### config.mk
export PLATFORM = sky130hd
export DESIGN_NAME = neighbor_table_with_aging_flat
export DESIGN_NICKNAME = d
export VERILOG_FILES = /design/src/hdl/ntwa_pkg.sv /design/src/hdl/ntwa_pass_if.sv /design/src/hdl/ntwa_result_if.sv /design/src/hdl/neighbor_table_with_aging.sv /design/src/hdl/ntwa_ram.sv /design/src/flat_wrapper.sv
export SDC_FILE = /design/constraint.sdc
export NUM_CORES = 2
export LEC_CHECK = 0
export BUFFER_PORTS_ARGS = -buffer_cell sky130_fd_sc_hd__buf_2
export CORE_MARGIN = 5
export CORE_UTILIZATION = 40
export DETAILED_ROUTE_END_ITERATION = 12
export PLACE_DENSITY = 0.6
export SYNTH_ARGS = -nofsm -noshare
export SYNTH_HDL_FRONTEND = slang
export SYNTH_SLANG_ARGS = --single-unit
### constraint.sdc
create_clock -name clk -period 10.7 [get_ports clk]
set_clock_uncertainty 0.1 [all_clocks]
set_input_delay 2.14 -clock clk [delete_from_list [all_inputs] [get_ports clk]]
set_output_delay 2.14 -clock clk [all_outputs]
set_load 0.05 [all_outputs]
### src/hdl/ntwa_pkg.sv
package ntwa_pkg;

	localparam int ID_W     = 8;
	localparam int DIST_W   = 8;
	localparam int TIME_W   = 32;
	localparam int AGE_W    = 16;
	localparam int PERIOD_W = 16;
	localparam int THR_W    = 8;
	localparam int NCOUNT_W = 5;

	// Configuration port.
	localparam int CFG_IDX_W  = 2;
	localparam int CFG_DATA_W = 16;

	typedef enum logic [CFG_IDX_W-1:0] {
		CFG_AGE_LIMIT       = 2'd0,
		CFG_DECISION_PERIOD = 2'd1,
		CFG_CLOSE_THRESHOLD = 2'd2,
		CFG_UNUSED          = 2'd3
	} cfg_idx_t;

	localparam logic [AGE_W-1:0]    AGE_LIMIT_RST = 16'd64;
	localparam logic [PERIOD_W-1:0] PERIOD_RST    = 16'd32;
	localparam logic [THR_W-1:0]    THRESH_RST    = 8'd60;

	// One table entry as it sits in the memory.
	typedef struct packed {
		logic [ID_W-1:0]   id;
		logic [TIME_W-1:0] stamp;
		logic [DIST_W-1:0] distance;
	} entry_t;

	localparam int ENTRY_W = ID_W + TIME_W + DIST_W;

	typedef enum logic [2:0] {
		ST_IDLE,
		ST_SEARCH,
		ST_AGE_RD,
		ST_AGE_EV,
		ST_RESULT
	} state_t;

endpackage

### src/hdl/ntwa_pass_if.sv
interface ntwa_pass_if;
	logic                          valid;
	logic                          ready;
	logic                          has_message;
	logic [ntwa_pkg::ID_W-1:0]     sender_id;
	logic [ntwa_pkg::DIST_W-1:0]   sender_distance;
	logic [ntwa_pkg::TIME_W-1:0]   now_ticks;

	modport source (
		output valid, has_message, sender_id, sender_distance, now_ticks,
		input  ready
	);

	modport sink (
		input  valid, has_message, sender_id, sender_distance, now_ticks,
		output ready
	);
endinterface

### src/hdl/ntwa_result_if.sv
interface ntwa_result_if;
	logic                            valid;
	logic                            ready;
	logic                            decision_due;
	logic                            too_close;
	logic                            no_neighbors;
	logic [ntwa_pkg::NCOUNT_W-1:0]   neighbor_count;

	modport source (
		output valid, decision_due, too_close, no_neighbors, neighbor_count,
		input  ready
	);

	modport sink (
		input  valid, decision_due, too_close, no_neighbors, neighbor_count,
		output ready
	);
endinterface

### src/hdl/neighbor_table_with_aging.sv
// Neighbor table with aging. Each word on the pass channel is one control-loop
// pass: the current tick and, if has_message is set, a sender id and distance.
// The sender is looked up in a table of up to MAX_NEIGHBORS entries held in a
// single RAM; a hit refreshes its timestamp and distance, a miss appends it
// (a new sender is dropped while the table is full). The table is then aged
// from the last entry down: an entry whose age exceeds age_limit is replaced
// by the last entry and the count shrinks. One result word follows per pass;
// when the decision period has elapsed it reports whether a surviving
// neighbor is closer than close_threshold and whether the table is empty.
// The lookup streams one RAM read per cycle; aging takes a read step and an
// evaluate step per entry because each entry's step reads the entry and the
// current last entry and may write back before the next read. A finished
// result sits in an output register, so the next pass is accepted while it
// waits to be taken. Configuration is written through cfg_we/cfg_index/
// cfg_data; the user must write it only while no pass is in flight, which
// the block itself does not enforce.
module neighbor_table_with_aging #(
	parameter int MAX_NEIGHBORS = 16
) (
	input  logic                            clk,
	input  logic                            arst_n,
	input  logic                            cfg_we,
	input  logic [ntwa_pkg::CFG_IDX_W-1:0]  cfg_index,
	input  logic [ntwa_pkg::CFG_DATA_W-1:0] cfg_data,
	ntwa_pass_if.sink                       pass,
	ntwa_result_if.source                   result
);

	import ntwa_pkg::*;

	localparam int CW = $clog2(MAX_NEIGHBORS + 1);
	localparam int AW = (MAX_NEIGHBORS > 1) ? $clog2(MAX_NEIGHBORS) : 1;

	// Control state.
	state_t               state_q, state_d;
	logic [CW-1:0]        count_q;
	logic [TIME_W-1:0]    last_dec_q;
	logic [AGE_W-1:0]     age_limit_q;
	logic [PERIOD_W-1:0]  period_q;
	logic [THR_W-1:0]     thresh_q;
	logic [CW-1:0]        rd_idx_q;
	logic                 cmp_v_s1;
	logic [AW-1:0]        cmp_idx_s1;
	logic [CW-1:0]        age_k_q;
	logic                 close_q;
	logic                 res_v_q;

	// Captured pass word.
	logic                 msg_q;
	logic [ID_W-1:0]      id_q;
	logic [DIST_W-1:0]    dist_q;
	logic [TIME_W-1:0]    now_q;

	// Result register.
	logic                 res_due_q;
	logic                 res_close_q;
	logic                 res_empty_q;
	logic [NCOUNT_W-1:0]  res_count_q;

	// RAM connections.
	logic                 ram_we;
	logic [AW-1:0]        ram_waddr;
	entry_t               ram_wdata;
	logic [AW-1:0]        ram_raddr_a;
	logic [AW-1:0]        ram_raddr_b;
	logic [ENTRY_W-1:0]   ram_rdata_a;
	logic [ENTRY_W-1:0]   ram_rdata_b;
	entry_t               ent_a;
	entry_t               ent_b;

	// Datapath decisions.
	logic                 accept;
	logic                 issue;
	logic                 hit;
	logic                 miss_done;
	logic                 has_room;
	logic [CW-1:0]        count_after_msg;
	logic [CW-1:0]        last_idx;
	logic [CW-1:0]        age_prev;
	logic                 aged;
	logic                 res_load;
	logic                 due;
	logic [TIME_W-1:0]    deadline;
	logic [CW+NCOUNT_W-1:0] count_ext;

	ntwa_ram #(
		.WIDTH (ENTRY_W),
		.DEPTH (MAX_NEIGHBORS),
		.AW    (AW)
	) u_ram (
		.clk     (clk),
		.we      (ram_we),
		.waddr   (ram_waddr),
		.wdata   (ram_wdata),
		.raddr_a (ram_raddr_a),
		.raddr_b (ram_raddr_b),
		.rdata_a (ram_rdata_a),
		.rdata_b (ram_rdata_b)
	);

	assign ent_a = entry_t'(ram_rdata_a);
	assign ent_b = entry_t'(ram_rdata_b);

	// Lookup results. Reads are issued in index order, so the first match seen
	// is the lowest matching slot.
	assign hit       = cmp_v_s1 && (ent_a.id == id_q);
	assign miss_done = !cmp_v_s1 && (rd_idx_q == count_q);
	assign has_room  = count_q < CW'(MAX_NEIGHBORS);
	assign issue     = (state_q == ST_SEARCH) && !hit && (rd_idx_q < count_q);

	assign count_after_msg = (!hit && miss_done && has_room) ? count_q + CW'(1) : count_q;

	// Aging compares the modular age of the entry against the limit.
	assign last_idx = count_q - CW'(1);
	assign age_prev = age_k_q - CW'(1);
	assign aged     = (now_q - ent_a.stamp) > {{(TIME_W-AGE_W){1'b0}}, age_limit_q};

	assign deadline = last_dec_q + {{(TIME_W-PERIOD_W){1'b0}}, period_q};
	assign due      = now_q > deadline;

	assign accept   = pass.valid && pass.ready;
	assign res_load = (state_q == ST_RESULT) && (!res_v_q || result.ready);

	assign count_ext = {{NCOUNT_W{1'b0}}, count_q};

	// Next state.
	always_comb begin
		state_d = state_q;
		unique case (state_q)
			ST_IDLE: begin
				if (pass.valid) begin
					state_d = pass.has_message ? ST_SEARCH : ST_AGE_RD;
				end
			end
			ST_SEARCH: begin
				if (hit || miss_done) begin
					state_d = ST_AGE_RD;
				end
			end
			ST_AGE_RD: begin
				state_d = (age_k_q == '0) ? ST_RESULT : ST_AGE_EV;
			end
			ST_AGE_EV: begin
				state_d = ST_AGE_RD;
			end
			ST_RESULT: begin
				if (res_load) begin
					state_d = ST_IDLE;
				end
			end
			default: begin
				state_d = ST_IDLE;
			end
		endcase
	end

	// Handshake and RAM controls.
	always_comb begin
		pass.ready  = 1'b0;
		ram_we      = 1'b0;
		ram_waddr   = cmp_idx_s1;
		ram_raddr_a = rd_idx_q[AW-1:0];
		ram_raddr_b = last_idx[AW-1:0];
		ram_wdata   = '{id: id_q, stamp: now_q, distance: dist_q};
		unique case (state_q)
			ST_IDLE: begin
				pass.ready = 1'b1;
			end
			ST_SEARCH: begin
				// A hit refreshes its slot; a miss appends when there is room.
				ram_we    = hit || (miss_done && has_room);
				ram_waddr = hit ? cmp_idx_s1 : count_q[AW-1:0];
			end
			ST_AGE_RD: begin
				ram_raddr_a = age_prev[AW-1:0];
			end
			ST_AGE_EV: begin
				// The stale entry is overwritten by the last one unless it is
				// itself the last entry, in which case only the count drops.
				ram_we    = aged && (age_k_q != last_idx);
				ram_waddr = age_k_q[AW-1:0];
				ram_wdata = ent_b;
			end
			ST_RESULT: begin
			end
			default: begin
			end
		endcase
	end

	// Configuration registers.
	always_ff @(posedge clk or negedge arst_n) begin
		if (!arst_n) begin
			age_limit_q <= AGE_LIMIT_RST;
			period_q    <= PERIOD_RST;
			thresh_q    <= THRESH_RST;
		end else if (cfg_we) begin
			unique case (cfg_idx_t'(cfg_index))
				CFG_AGE_LIMIT:       age_limit_q <= cfg_data[AGE_W-1:0];
				CFG_DECISION_PERIOD: period_q    <= cfg_data[PERIOD_W-1:0];
				CFG_CLOSE_THRESHOLD: thresh_q    <= cfg_data[THR_W-1:0];
				CFG_UNUSED: begin
				end
				default: begin
				end
			endcase
		end
	end

	// Sequencer and table state.
	always_ff @(posedge clk or negedge arst_n) begin
		if (!arst_n) begin
			state_q    <= ST_IDLE;
			count_q    <= '0;
			last_dec_q <= '0;
			rd_idx_q   <= '0;
			cmp_v_s1   <= 1'b0;
			age_k_q    <= '0;
			close_q    <= 1'b0;
			res_v_q    <= 1'b0;
		end else begin
			state_q <= state_d;

			if (accept) begin
				rd_idx_q <= '0;
				cmp_v_s1 <= 1'b0;
				close_q  <= 1'b0;
				age_k_q  <= count_q;
			end

			if (state_q == ST_SEARCH) begin
				cmp_v_s1 <= issue;
				if (issue) begin
					rd_idx_q <= rd_idx_q + CW'(1);
				end
				if (hit || miss_done) begin
					count_q <= count_after_msg;
					age_k_q <= count_after_msg;
				end
			end

			if (state_q == ST_AGE_RD && age_k_q != '0) begin
				age_k_q <= age_k_q - CW'(1);
			end

			if (state_q == ST_AGE_EV) begin
				if (aged) begin
					count_q <= last_idx;
				end else if (ent_a.distance < thresh_q) begin
					close_q <= 1'b1;
				end
			end

			if (res_load) begin
				res_v_q <= 1'b1;
				if (due) begin
					last_dec_q <= now_q;
				end
			end else if (result.ready) begin
				res_v_q <= 1'b0;
			end
		end
	end

	// Payload registers.
	always_ff @(posedge clk) begin
		if (accept) begin
			msg_q  <= pass.has_message;
			id_q   <= pass.sender_id;
			dist_q <= pass.sender_distance;
			now_q  <= pass.now_ticks;
		end
		if (state_q == ST_SEARCH) begin
			cmp_idx_s1 <= rd_idx_q[AW-1:0];
		end
		if (res_load) begin
			res_due_q   <= due;
			res_close_q <= due && close_q;
			res_empty_q <= due && (count_q == '0);
			res_count_q <= count_ext[NCOUNT_W-1:0];
		end
	end

	assign result.valid          = res_v_q;
	assign result.decision_due   = res_due_q;
	assign result.too_close      = res_close_q;
	assign result.no_neighbors   = res_empty_q;
	assign result.neighbor_count = res_count_q;

	// The live count never grows past the table size.
	a_count_bound: assert property (@(posedge clk) disable iff (!arst_n)
		count_q <= CW'(MAX_NEIGHBORS))
		else $error("neighbor count exceeds table size");

	// The entry under evaluation is always a live slot.
	a_age_in_range: assert property (@(posedge clk) disable iff (!arst_n)
		(state_q == ST_AGE_EV) |-> (age_k_q < count_q))
		else $error("aging step outside live entries");

	// The lookup state is only entered for a pass that carries a message.
	a_msg_lookup: assert property (@(posedge clk) disable iff (!arst_n)
		(state_q == ST_SEARCH) |-> msg_q)
		else $error("lookup without a message");

	// A new result word only appears after the result step.
	a_result_src: assert property (@(posedge clk) disable iff (!arst_n)
		$rose(res_v_q) |-> ($past(state_q) == ST_RESULT))
		else $error("result produced outside result step");

endmodule

### src/hdl/ntwa_ram.sv
// Simple dual-port RAM: one write port, two registered read ports.
module ntwa_ram #(
	parameter int WIDTH = 48,
	parameter int DEPTH = 16,
	parameter int AW    = (DEPTH > 1) ? $clog2(DEPTH) : 1
) (
	input  logic             clk,
	input  logic             we,
	input  logic [AW-1:0]    waddr,
	input  logic [WIDTH-1:0] wdata,
	input  logic [AW-1:0]    raddr_a,
	input  logic [AW-1:0]    raddr_b,
	output logic [WIDTH-1:0] rdata_a,
	output logic [WIDTH-1:0] rdata_b
);

	logic [WIDTH-1:0] mem [DEPTH];

	always_ff @(posedge clk) begin
		if (we) begin
			mem[waddr] <= wdata;
		end
		rdata_a <= mem[raddr_a];
		rdata_b <= mem[raddr_b];
	end

endmodule
### src/flat_wrapper.sv
// flat-port wrapper written by rule: the top's interface ports become plain ports
module neighbor_table_with_aging_flat import ntwa_pkg::*;
#(
	parameter int MAX_NEIGHBORS = 16
)
  (clk, arst_n, cfg_we, cfg_index, cfg_data, pass_valid, pass_has_message, pass_sender_id, pass_sender_distance, pass_now_ticks, pass_ready, result_valid, result_decision_due, result_too_close, result_no_neighbors, result_neighbor_count, result_ready);
  ntwa_pass_if pass_i ();
  ntwa_result_if result_i ();
  input  logic clk;
  input  logic arst_n;
  input  logic cfg_we;
  input  logic [ntwa_pkg::CFG_IDX_W-1:0] cfg_index;
  input  logic [ntwa_pkg::CFG_DATA_W-1:0] cfg_data;
  input wire logic [$bits(pass_i.valid)-1:0] pass_valid;
  input wire logic [$bits(pass_i.has_message)-1:0] pass_has_message;
  input wire logic [$bits(pass_i.sender_id)-1:0] pass_sender_id;
  input wire logic [$bits(pass_i.sender_distance)-1:0] pass_sender_distance;
  input wire logic [$bits(pass_i.now_ticks)-1:0] pass_now_ticks;
  output wire logic [$bits(pass_i.ready)-1:0] pass_ready;
  output wire logic [$bits(result_i.valid)-1:0] result_valid;
  output wire logic [$bits(result_i.decision_due)-1:0] result_decision_due;
  output wire logic [$bits(result_i.too_close)-1:0] result_too_close;
  output wire logic [$bits(result_i.no_neighbors)-1:0] result_no_neighbors;
  output wire logic [$bits(result_i.neighbor_count)-1:0] result_neighbor_count;
  input wire logic [$bits(result_i.ready)-1:0] result_ready;
  assign pass_i.valid = pass_valid;
  assign pass_i.has_message = pass_has_message;
  assign pass_i.sender_id = pass_sender_id;
  assign pass_i.sender_distance = pass_sender_distance;
  assign pass_i.now_ticks = pass_now_ticks;
  assign pass_ready = pass_i.ready;
  assign result_valid = result_i.valid;
  assign result_decision_due = result_i.decision_due;
  assign result_too_close = result_i.too_close;
  assign result_no_neighbors = result_i.no_neighbors;
  assign result_neighbor_count = result_i.neighbor_count;
  assign result_i.ready = result_ready;
  neighbor_table_with_aging #(.MAX_NEIGHBORS(MAX_NEIGHBORS)) u_core (.clk(clk), .arst_n(arst_n), .cfg_we(cfg_we), .cfg_index(cfg_index), .cfg_data(cfg_data), .pass(pass_i), .result(result_i));
endmodule
# [Word-level counts from Yosys, hierarchy flattened]
# Memory sizes are Yosys's and may differ from the RTL's. A register that Yosys moved wholly into a read port is not among the register bits.
# Cells that the tools add are included.
[totals] regBits=153 ramBits=768 out_inout_bits=10 word_cells=108 memories=1
[mem_list] memory="u_core.u_ram.mem" words=16 word_bits=48 read_ports=2 rd_ports_with_merged_regs=2 write_ports=1 line_no="ntwa_ram.sv:17" source="logic [WIDTH-1:0] mem [DEPTH];"
[classes] n_addsub=6 magnitude_cmp=5 eq_ne=12 n_mux=34 reduce_logical=31
[ops] cell="$mux W5" n=12
[ops] cell="$mux W48" n=1
[ops] cell="$add A32 B16 Y32" n=1
[ops] cell="$gt A32 B16 Y1" n=1
[ops] cell="$gt A32 B32 Y1" n=1
[ops] cell="$sub A32 B32 Y32" n=1
[ops] cell="$pmux W3 S5" n=1
[ops] cell="$logic_and A1 B1 Y1" n=13
[ops] cell="$mux W3" n=4
[ops] cell="$mux W1" n=11
[ops] cell="$add A5 B1 Y5 const B" n=2
[ops] cell="$logic_not A5 Y1" n=2
[ops] cell="$sub A5 B1 Y5 const B" n=2
[ops] cell="$eq A8 B8 Y1" n=1
[ops] cell="$lt A8 B8 Y1" n=1
[ops] cell="$mux W4" n=2
[ops] cell="$pmux W4 S2" n=1
[ops] cell="$reduce_and A2 Y1" n=4
[ops] cell="$eq A3 B2 Y1 const B" n=2
[ops] cell="$eq A5 B5 Y1" n=1
[ops] cell="$lt A5 B5 Y1" n=1
[ops] cell="$lt A5 B5 Y1 const B" n=1
[ops] cell="$ne A5 B5 Y1" n=1
[ops] cell="$reduce_bool A5 Y1" n=1
[ops] cell="other kinds (14)" n=20

# [Longest topological paths before layout]
[logic_depth] word_depth=10 ltp_mapped=27 mapped_depth_nobuf=26

# [Hierarchy]
# A second synthesis with hierarchy kept.
[hier_totals] hier_cells=2869 area_unflattened_um2=47088.9
[modules_own_cells] mod="ntwa_ram" n_inst=1 cells_each=1693 area_per_inst_um2=36196.0
[modules_own_cells] mod="neighbor_table_with_aging" n_inst=1 cells_each=1176 area_per_inst_um2=10892.9

# [Least setup slack after synthesis]
# Ideal clock, no wire load.
[synth_path] path_kind="register -> register" from="register u_core.now_q[1]" to="memory u_core.u_ram.mem[2][0], enable pin" t_arrival_ps=7022 slack_ps=3065 path_stages_with_launch=21 n_path_buf=1 cell_sequence="edfxtp_1 -> ha_1 -> nor2b_4 -> o31a_1 -> o21a_1 -> o31ai_1 -> o21a_1 -> nor2b_1 -> xnor2_1 -> ha_1 -> nand4_1 -> a2111oi_0 -> nor3_1 -> o21ai_0 -> nor4b_1 -> and4_1 -> nand4_1 -> or2_1 -> buf_6 -> a31oi_2 -> nor3_1"
[synth_between] elab_chain_cells=6
[synth_rtl] item="start: declaration" line_no="neighbor_table_with_aging.sv:52" source="logic [TIME_W-1:0] now_q;"
[synth_rtl] item="start signal: assignment" line_no="neighbor_table_with_aging.sv:271" source="now_q <= pass.now_ticks;"
[synth_rtl] item="$sub A32 B32 Y32" line_no="neighbor_table_with_aging.sv:116" source="assign aged = (now_q - ent_a.stamp) > {{(TIME_W-AGE_W){1'b0}}, age_limit_q};"
[synth_rtl] item="$gt A32 B16 Y1" line_no="neighbor_table_with_aging.sv:116"
[synth_rtl] item="$logic_and A1 B1 Y1" line_no="neighbor_table_with_aging.sv:180" source="ram_we = aged && (age_k_q != last_idx);"
[synth_rtl] item="$pmux W1 S2" line_no="neighbor_table_with_aging.sv:165" source="unique case (state_q)"
[synth_rtl] item="$mux W1" line_no="ntwa_ram.sv:20" source="if (we) begin"
[synth_rtl] item="$mux W1 (implied by the code)" line_no="ntwa_ram.sv:21" source="mem[waddr] <= wdata;"
[synth_rtl] item="end: declaration" line_no="ntwa_ram.sv:17"
# Every way passes these cells.

# [Worst setup path in the final report]
[layout_path] from="register u_core.now_q[2]" to="memory u_core.u_ram.mem[3][34], enable pin"
# The elaborated chain is that of the path after synthesis.

==> insert_results.sql <==
INSERT INTO impl_metrics (metric_group, metric, value, unit) VALUES
('run_status', 'outcome', 'finished, final reports clean', ''),
('synth', 'synth_top_area_share', '52.0', '%'),
('cells_and_area', 'final-instance-count-excl-fill', '4658', ''),
('global_routing', 'wire_length_of_the_first_global_routing_pass', '188000', 'microns'),
('global_routing', 'globalRouteOverflowTotal', '0', ''),
('clock_tree', 'clock_insertion_delay_worst_skew', '0.71', 'ns'),
('synth', 'synth_commonest_cells', 'edfxtp_1, mux4_2, nand2_1', ''),
('synth', 'yosysWarningCount', '0', ''),
('min_path', 'min_delay_worst_endpoint', 'u_core.thresh_q[7]', ''),
('placement', 'gp_routability_congestion', '0.880', ''),
('floorplanning', 'floorplan.initialDensity', '40.1', '%'),
('clock_tree', 'clk_pin_slew', '0.06', 'ns'),
('global_routing', 'vias_in_the_first_global_route', '28800', ''),
('floorplanning', 'top_level_ports', '82', ''),
('clock_tree', 'cts_tree', 'built', ''),
('sta', 'period_needed', '6.98', 'ns'),
('floorplanning', 'std_cell_rows', '127', ''),
('sta', 'post-route-worst-setup-slack', '3.72', 'ns'),
('cells_and_area', 'num_antenna_cells', '0', ''),
('synth', 'synthesis.nets', '3061', ''),
('sta', 'rsz_0062_raised_after_global_routing', 'false', ''),
('floorplanning', 'die-area', '127000', 'sq um'),
('clock_tree', 'cts_hold_repair.buffers', '0', ''),
('cells_and_area', 'finish.net_count', '3136', ''),
('clock_tree', 'post_cts_resized', '0', ''),
('cells_and_area', 'layout.area.seq', '29100', 'sq um'),
('placement', 'number_of_placed_instances_taps_included', '4452', ''),
('worst_setup_path', 'critPathKind', 'flip-flop to flip-flop', ''),
('worst_setup_path', 'worst-r2r-setup-slack', '3.72', 'ns'),
('worst_setup_path', 'crit_arrival', '7.19', 'ns'),
('synth', 'yosys_most_used_dff', 'edfxtp_1', ''),
('synth', 'synth_cell_types', '82', ''),
('worst_setup_path', 'r2r_end', 'u_core.u_ram.mem[3][34]', ''),
('floorplanning', 'floorplan_die_height', '356', 'microns'),
('sta', 'relSlewSlack', '15.3', '%'),
('power_and_ir_drop', 'static_leakage', '18.7', 'nW'),
('synth', 'syn_avg_cell_area', '16.6', 'sq um'),
('sta', 'worst_slew_pin_slew', '1.26', 'ns'),
('clock_tree', 'clock_sink_count', '1017', ''),
('drt', 'drt.antenna.violating_nets', '0', ''),
('cells_and_area', 'multiInputGateArea', '18000', 'sq um'),
('synth', 'netlist_top_cells_area', 'edfxtp_1, mux4_2, dfrtp_1', ''),
('synth', 'netlist_area', '47900', 'sq um'),
('cells_and_area', 'drive_gt1_share', '27.6', '%'),
('floorplanning', 'chipWidth', '356', 'microns'),
('placement', 'number_of_i_o_port_buffers', '81', ''),
('sta', 'final_hold_vio_count', '0', ''),
('sta', 'slew_violations', '0', ''),
('drt', 'drtIter0Drc', '2666', ''),
('synth', 'async_reset_ff_share', '9.14', '%'),
('global_routing', 'grt_start_max_net_pins', '145', ''),
('synth', 'post_synthesis_sequential_area_ratio', '60.8', '%'),
('synth', 'synth-edff-count', '828', ''),
('worst_setup_path', 'cp.required', '10.90', 'ns'),
('drt', 'avgRoutedWirePerCell', '27.1', 'microns'),
('drt', 'dr_total_vias', '27700', ''),
('job', 'maxCapViolCount', '0', ''),
('clock_tree', 'cts_setup_buffers', '0', ''),
('worst_setup_path', 'origin_of_the_critical_flop_to_flop_path', 'u_core.now_q[2]', ''),
('min_path', 'worstHoldStart', 'u_core.thresh_q[7]', ''),
('drt', 'drtPass1Iterations', '5', ''),
('drt', 'viasPerCell', '5.95', ''),
('global_routing', 'antenna_found_initial', '3', ''),
('sta', 'setup-tns-final', '0', 'ns'),
('worst_setup_path', 'critPathLaunchType', 'flip-flop', ''),
('clock_tree', 'depth_of_the_cts_h_tree', '3', ''),
('synth', 'synthCells', '2875', ''),
('worst_setup_path', 'r2r_cells', '20', ''),
('worst_setup_path', 'setup.worst_path.end_class', 'flip-flop', ''),
('worst_setup_path', 'path_max_fanout', '36', ''),
('min_path', 'whs_path_depth', '1', '');
-- worst max-delay path by stage --
stage	end	start	slack, ns
floorplan	u_core.u_ram.mem[2][0]	u_core.now_q[1]	3.06
global placement	u_core.u_ram.mem[8][37]	u_core.u_ram.rdata_a[9]	4.08
detailed placement	u_core.u_ram.mem[8][37]	u_core.now_q[2]	3.86
CTS	u_core.u_ram.mem[3][34]	u_core.now_q[2]	3.81
global route	u_core.u_ram.mem[3][34]	u_core.now_q[2]	3.33
finish	u_core.u_ram.mem[3][34]	u_core.now_q[2]	3.72
-- per-stage QoR --
stage | instance area (sq um) | total power, mW | hold WS [ns]
3_5_place_dp | 50300 | 13.5 | 0.395
4_1_cts | 54000 | 17.4 | 0.414
3_3_place_gp | 50300 | 13.4 | 0.393
5_1_grt | 54000 | 18.3 | 0.427
6_report | 54000 | 17.3 | 0.411
2_1_floorplan | 47900 | 11.2 | 0.323
-- metal layers --
| layer | routed length (microns) | vias up | global-route usage (%) | share of wire (%) |
|---|---|---|---|---|
| li1 | - | 11800 | - | - |
| met1 | 51800 | 14600 | 26.8 | 41 |
| met2 | 60500 | 1190 | 32.1 | 48 |
| met3 | 10700 | 175 | 4.74 | 8.5 |
| met4 | 3150 | 0 | 5.37 | 2.5 |
| met5 | 0 | - | 0 | 0 |
-- placed cells by master (no fill, tap or decap), types with 55 or more instances in the layout --
| cell | synthesis | final |
|---|---|---|
| edfxtp_1 | 828 | 828 |
| ha_1 | 112 | 111 |
| nand2_1 | 244 | 243 |
| mux2i_1 | 55 | 55 |
| buf_2 | 12 | 80 |
| nor2_1 | 83 | 70 |
| nor2b_1 | 63 | 63 |
| a211oi_1 | 55 | 55 |
| mux2_2 | 56 | 56 |
| inv_1 | 81 | 80 |
| mux4_2 | 432 | 432 |
| dfrtp_1 | 87 | 86 |
| dfxtp_1 | 96 | 96 |
| o21ai_0 | 59 | 58 |
| clkbuf_16 | 0 | 109 |
| a21oi_1 | 108 | 107 |
-- critical path, cell delays in order, from the launching register on --
cell and delay [ns]:
edfxtp_1 0.47, ha_1 0.37, o21a_1 0.18, o31a_1 0.13, o21a_1 0.20, o31ai_1 0.59, o21a_1 0.26, nor2b_1 0.17
xnor2_1 0.10, ha_1 0.32, nand4_1 0.15, a2111oi_0 0.36, nor3_1 0.08, o21ai_0 0.26, nor4b_1 0.09, and4_1 0.22
nand4_1 0.21, or2_1 0.48, a31oi_1 0.45, nor2_4 0.61, buf_4 0.73
-- final cells by class --
class / count / share of cell area (%)
flip-flops and latches: 1017 / 53.9
well taps: 1612 / 3.73
multi-input cells: 1614 / 33.4
repair buffers: 127 / 1.46
clock buffers: 144 / 5.55
inverters: 82 / 0.570
clock inverters: 62 / 1.40
-- kinds of logic after synthesis --
group	after synthesis	share of synthesized area, %
buf+inv	244	1.97
flops	1017	60.8
mux	544	22.8
xor+xnor	65	1.19
fa+ha+maj	114	3.01
simple gates	539	5.33
compound gates	352	4.83
-- sequential cells by signal, summed over array words and instances, names as in the netlist --
name and count:
u_core.now_q 32, u_core.u_ram.rdata_a 48, u_core.period_q 16, u_core.result.too_close 1, u_core.dist_q 8, u_core.u_ram.rdata_b 48, u_core.result.decision_due 1, u_core.state_q 3
u_core.close_q 1, u_core.result.valid 1, u_core.result.neighbor_count 5, u_core.cmp_v_s1 1, u_core.last_dec_q 32, u_core.age_limit_q 16, u_core.thresh_q 8, u_core.cmp_idx_s1 4
u_core.result.no_neighbors 1, u_core.rd_idx_q 5, u_core.count_q 5, u_core.age_k_q 5, u_core.u_ram.mem 768, u_core.id_q 8
-- power by group --
part	switching (mW)	internal, mW	leakage [nW]	total, mW
clock	1.60	2.28	1.84	3.87
combinational	4.37	3.48	7.38	7.85
sequential	0.324	5.23	9.46	5.55
Note: power is estimated with default switching activity, not from simulation.
